### config.mk
export PLATFORM = sky130hd
export DESIGN_NAME = mfs_regs
export DESIGN_NICKNAME = d
export VERILOG_FILES = /design/src/hdl/mfs_pkg.sv /design/src/hdl/mfs_regs.sv
export SDC_FILE = /design/constraint.sdc
export NUM_CORES = 1
export LEC_CHECK = 0
export BUFFER_PORTS_ARGS = -buffer_cell sky130_fd_sc_hd__buf_4
export CAP_MARGIN = 0
export CELL_PAD_IN_SITES_DETAIL_PLACEMENT = 1
export CELL_PAD_IN_SITES_GLOBAL_PLACEMENT = 1
export CORE_MARGIN = 4
export CORE_UTILIZATION = 26
export CTS_BUF_LIST = sky130_fd_sc_hd__clkbuf_4 sky130_fd_sc_hd__clkbuf_8 sky130_fd_sc_hd__clkbuf_16
export DETAILED_ROUTE_END_ITERATION = 10
export PLACE_DENSITY_LB_ADDON = 0.1
export SYNTH_ARGS = -nofsm -noshare
export SYNTH_HDL_FRONTEND = slang
export SYNTH_SLANG_ARGS = --single-unit
### constraint.sdc
create_clock -name clk -period 1.04 [get_ports clk]
set_input_delay 0.052 -clock clk [delete_from_list [all_inputs] [get_ports clk]]
set_output_delay 0.052 -clock clk [all_outputs]
set_load 0.02 [all_outputs]
### src/hdl/mfs_pkg.sv
// shared types and constants for the multilevel feedback scheduler
package mfs_pkg;

    localparam int APB_ADDR_W = 5;
    localparam int APB_DATA_W = 32;

    typedef enum logic [1:0] {
        OP_ADMIT    = 2'd0,
        OP_DISPATCH = 2'd1,
        OP_REPORT   = 2'd2,
        OP_IO_DONE  = 2'd3
    } op_t;

    localparam logic [1:0] OC_EXHAUSTED = 2'd0;
    localparam logic [1:0] OC_WAIT_IO   = 2'd1;
    localparam logic [1:0] OC_FINISHED  = 2'd2;

    typedef enum logic [2:0] {
        RESP_DISPATCHED = 3'd0,
        RESP_NOTHING    = 3'd1,
        RESP_PARKED     = 3'd2,
        RESP_REJECTED   = 3'd3,
        RESP_ACCEPTED   = 3'd4
    } resp_t;

    typedef enum logic [2:0] {
        REG_QUANTUM_TOP    = 3'd0,
        REG_QUANTUM_MIDDLE = 3'd1,
        REG_QUANTUM_BOTTOM = 3'd2,
        REG_PASSES_TOP     = 3'd3,
        REG_PASSES_MIDDLE  = 3'd4,
        REG_PASSES_BOTTOM  = 3'd5
    } reg_idx_t;

    typedef enum logic [1:0] {
        ST_IDLE,
        ST_SCAN,
        ST_READ
    } state_t;

    typedef struct packed {
        logic [3:0] quantum_top;
        logic [3:0] quantum_middle;
        logic [3:0] quantum_bottom;
        logic [2:0] passes_top;
        logic [2:0] passes_middle;
        logic [2:0] passes_bottom;
    } cfg_t;

    typedef struct packed {
        op_t        operation;
        logic [7:0] task_id;
        logic [1:0] target_level;
        logic [1:0] outcome;
        logic [3:0] ticks_used;
    } cmd_t;

    typedef struct packed {
        resp_t      response;
        logic [7:0] out_task;
        logic [1:0] out_level;
        logic [3:0] out_quantum;
    } rsp_t;

endpackage

### src/hdl/mfs_regs.sv
// apb configuration registers for quanta and pass limits
module mfs_regs (
    input  logic                           clk,
    input  logic                           rst_n,
    input  logic                           psel,
    input  logic                           penable,
    input  logic                           pwrite,
    input  logic [mfs_pkg::APB_ADDR_W-1:0] paddr,
    input  logic [mfs_pkg::APB_DATA_W-1:0] pwdata,
    output logic [mfs_pkg::APB_DATA_W-1:0] prdata,
    output logic                           pready,
    output mfs_pkg::cfg_t                  cfg
);

    mfs_pkg::cfg_t     cfg_reg;
    mfs_pkg::cfg_t     cfg_next;
    mfs_pkg::reg_idx_t idx;
    logic              wr;

    assign idx    = mfs_pkg::reg_idx_t'(paddr[4:2]);
    assign wr     = psel && penable && pwrite;
    assign pready = 1'b1;
    assign cfg    = cfg_reg;

    always_comb
    begin
        cfg_next = cfg_reg;
        if (wr)
        begin
            unique case (idx)
                mfs_pkg::REG_QUANTUM_TOP:    cfg_next.quantum_top    = pwdata[3:0];
                mfs_pkg::REG_QUANTUM_MIDDLE: cfg_next.quantum_middle = pwdata[3:0];
                mfs_pkg::REG_QUANTUM_BOTTOM: cfg_next.quantum_bottom = pwdata[3:0];
                mfs_pkg::REG_PASSES_TOP:     cfg_next.passes_top     = pwdata[2:0];
                mfs_pkg::REG_PASSES_MIDDLE:  cfg_next.passes_middle  = pwdata[2:0];
                mfs_pkg::REG_PASSES_BOTTOM:  cfg_next.passes_bottom  = pwdata[2:0];
                default: cfg_next = cfg_reg;
            endcase
        end
    end

    always_comb
    begin
        unique case (idx)
            mfs_pkg::REG_QUANTUM_TOP:    prdata = 32'(cfg_reg.quantum_top);
            mfs_pkg::REG_QUANTUM_MIDDLE: prdata = 32'(cfg_reg.quantum_middle);
            mfs_pkg::REG_QUANTUM_BOTTOM: prdata = 32'(cfg_reg.quantum_bottom);
            mfs_pkg::REG_PASSES_TOP:     prdata = 32'(cfg_reg.passes_top);
            mfs_pkg::REG_PASSES_MIDDLE:  prdata = 32'(cfg_reg.passes_middle);
            mfs_pkg::REG_PASSES_BOTTOM:  prdata = 32'(cfg_reg.passes_bottom);
            default:                     prdata = '0;
        endcase
    end

    always_ff @(posedge clk or negedge rst_n)
    begin
        if (!rst_n)
        begin
            cfg_reg.quantum_top    <= 4'd1;
            cfg_reg.quantum_middle <= 4'd2;
            cfg_reg.quantum_bottom <= 4'd4;
            cfg_reg.passes_top     <= 3'd4;
            cfg_reg.passes_middle  <= 3'd2;
            cfg_reg.passes_bottom  <= 3'd1;
        end
        else
        begin
            cfg_reg <= cfg_next;
        end
    end

endmodule

==> qor.yml <==
status: "finished, violations left"
violations: "setup timing"
fmax_ghz: 0.630
worst_path_largest_cell_delay_ns: 0.45
die_y_microns: 78.8
netlist.area_leader.share_pct: 28.8
grt_pass1_wl_microns: 5470
grt_overflow: 0
grt_util_all_layers_pct: 11.3
synthTopCellsByCount: "buf_4, mux2_2, dfrtp_1"
final_util_pct: 40.3
antenna_cells: 0
num_rows: 25
cts.sinks: 21
cts-root-buf: "clkbuf_8"
route.detailed.drc: 0
vias: 996
synth.most_common_cell: "buf_4"
antenna_found_initial: 0
numPortBuffers: 36
setup_tns_ns: -1.54
yosys-top-cells-area: "dfrtp_1, buf_4, mux2_2, dfstp_2, mux2i_1"
critPathLaunchType: "flop"
dp_hpwl_microns: 2710
irDropWorstVdd_mv: 0.681
synth_area_sq_um: 1310
synth_edf_count: 0
ant_nets: 0
start_util_pct: 27.3
setup_viol: 11
synth-seq-cells: 21
area_delta_synth_final_pct: 47.7
gp_congestion: 0.720
end_kind: "output pin"
clock_skew_ns: 0
power.density_nw_per_um2: 1580
cts_max_path_buffers: 2
crit_chain: "mux4_2 -> mux2_4 -> buf_6"
drive_above_1_share_pct: 63.1
avgSynthCellArea_sq_um: 12.0
insertion_delay_ns: 0.26
critPathArrivalTime_ns: 1.54
fillers: 541
dieArea_sq_um: 6220
fp.dieW_microns: 78.8
core_area_sq_um: 4790
critPathKind: "reg2out"
async_flop_share_pct: 100
period_minus_slack_ns: 1.59
clkSlewWorstSetupHoldPaths_ns: 0.08
max_cap_viol_count: 0
grt_setup_unrepaired: "yes"
multi_input_area_sq_um: 646
wirelength_microns: 3420
synthFlopType: "dfrtp_1"
fin_ws_ns: -0.547
largest_reg_flops: 21
synth_warnings: 0
cts_htree_levels: 1
viasPerCell: 4.05
yosysSeqAreaShare_pct: 40.8
netlist.top_cell.by_area: "dfrtp_1"
required_ns: 0.99
cts_tree: "built"
yosysUniqueCellTypes: 24
cts_buffers: 3
dr.pass1.iters: 4
hp-class: "in2reg"
fin_crit_sh_pct: 153
critPathMaxFanout: 2
final_hold_viol_count: 0
fin_nets: 222
wire_per_inst_microns: 13.9
drv_slew: 0
grt_start_max_net_pins: 22
grt_pass1_vias: 1053
drt_iter0_markers: 17
ios: 96
crit_slowest_cell: "mux4_2"
netlist_instances: 109
cellLeakagePower_nw: 0.974
regArea_sq_um: 536
-- layer usage --
layer,share of wire [%],wire length (microns),vias up,track usage [%]
met5,0,0,-,0
met4,0.44,15,0,3.61
met3,6.2,211,2,1.81
met2,55,1870,39,21.4
met1,39,1320,490,12.9
li1,-,-,465,-
-- worst paths after layout --
check / start / to / slack [ns] / cells after the start
worst max register to register: cfg[3] / cfg[3] / 0.01 / 3
worst max-delay path: cfg[3] / prdata[0] / -0.55 / 3
min in group asynchronous: rst_n / cfg[2] / 0.21 / 2
worst min-delay path: pwdata[3] / cfg[20] / 0.04 / 2
worst min register to register: cfg[1] / cfg[1] / 0.55 / 1
max in group asynchronous: rst_n / cfg[14] / 0.55 / 2
-- repair_timing --
action	4_1_cts	5_1_grt
setup endpoints to repair	10	12
gates resized for setup	16	4
gates cloned	0	0
pin swaps	2	0
setup buffers	4	4
endpoints found under the hold margin	21	0
hold buffers	1	0
-- final cells by class --
cell class / count / share of cell area [%]
sequential: 21 / 27.8
timing repair buffer: 72 / 31.9
clock inverter: 1 / 0.260
tap: 67 / 4.35
multi-input combinational: 82 / 33.5
clock buffer: 3 / 2.14
-- kinds of logic (layout without fill, tap and decap cells) --
kind of cell           count (synthesis)  after routing  synth area share [%]
other                                  2             29                 0.575
buffers and inverters                 33             76                  19.1
multiplexers                          29             29                  26.5
AND/OR/NAND/NOR                       15             15                  8.44
flip-flops                            21             21                  40.8
AO/OA/AOI/OAI                          9              9                  4.60
-- through the flow --
step | hold WS [ns] | cell area, sq um | power [mW] | std cells | worst slack (ns)
finish | 0.0431 | 1930 | 3.04 | 246 | -0.547
global route | 0.0235 | 1930 | 3.24 | 246 | -0.604
CTS | 0.0326 | 1920 | 3.06 | 245 | -0.561
detailed placement | -0.0443 | 1770 | 2.37 | 236 | -0.290
global placement | -0.0490 | 1770 | 2.34 | 236 | -0.279
floorplan | -0.244 | 1430 | 1.85 | 136 | -0.213
-- cell usage in the layout, fill, tap and decap left out, types with 2 or more instances in the layout --
cell	n
mux2_2	17
dfrtp_2	2
dfrtp_1	13
buf_6	16
nand3_1	2
buf_4	54
mux2i_1	6
clkbuf_8	3
dfstp_2	6
o21a_1	3
conb_1	29
mux2_4	5
nor2_1	4
a211o_1	2
-- power by group --
| group | switching [mW] | leakage (nW) | internal (mW) |
|---|---|---|---|
| clock | 0.276 | 0.0255 | 0.267 |
| combinational | 0.643 | 0.697 | 0.732 |
| sequential | 0.107 | 0.252 | 1.01 |
| total | 1.03 | 0.974 | 2.01 |
-- critical path: cells and delay by family (launching register included) --
family | cells | cell delay (ns)
multiplexers | 2 | 0.74
flip-flops | 1 | 0.40
buffers and inverters | 1 | 0.13
Power figures use the tool's default switching activity.
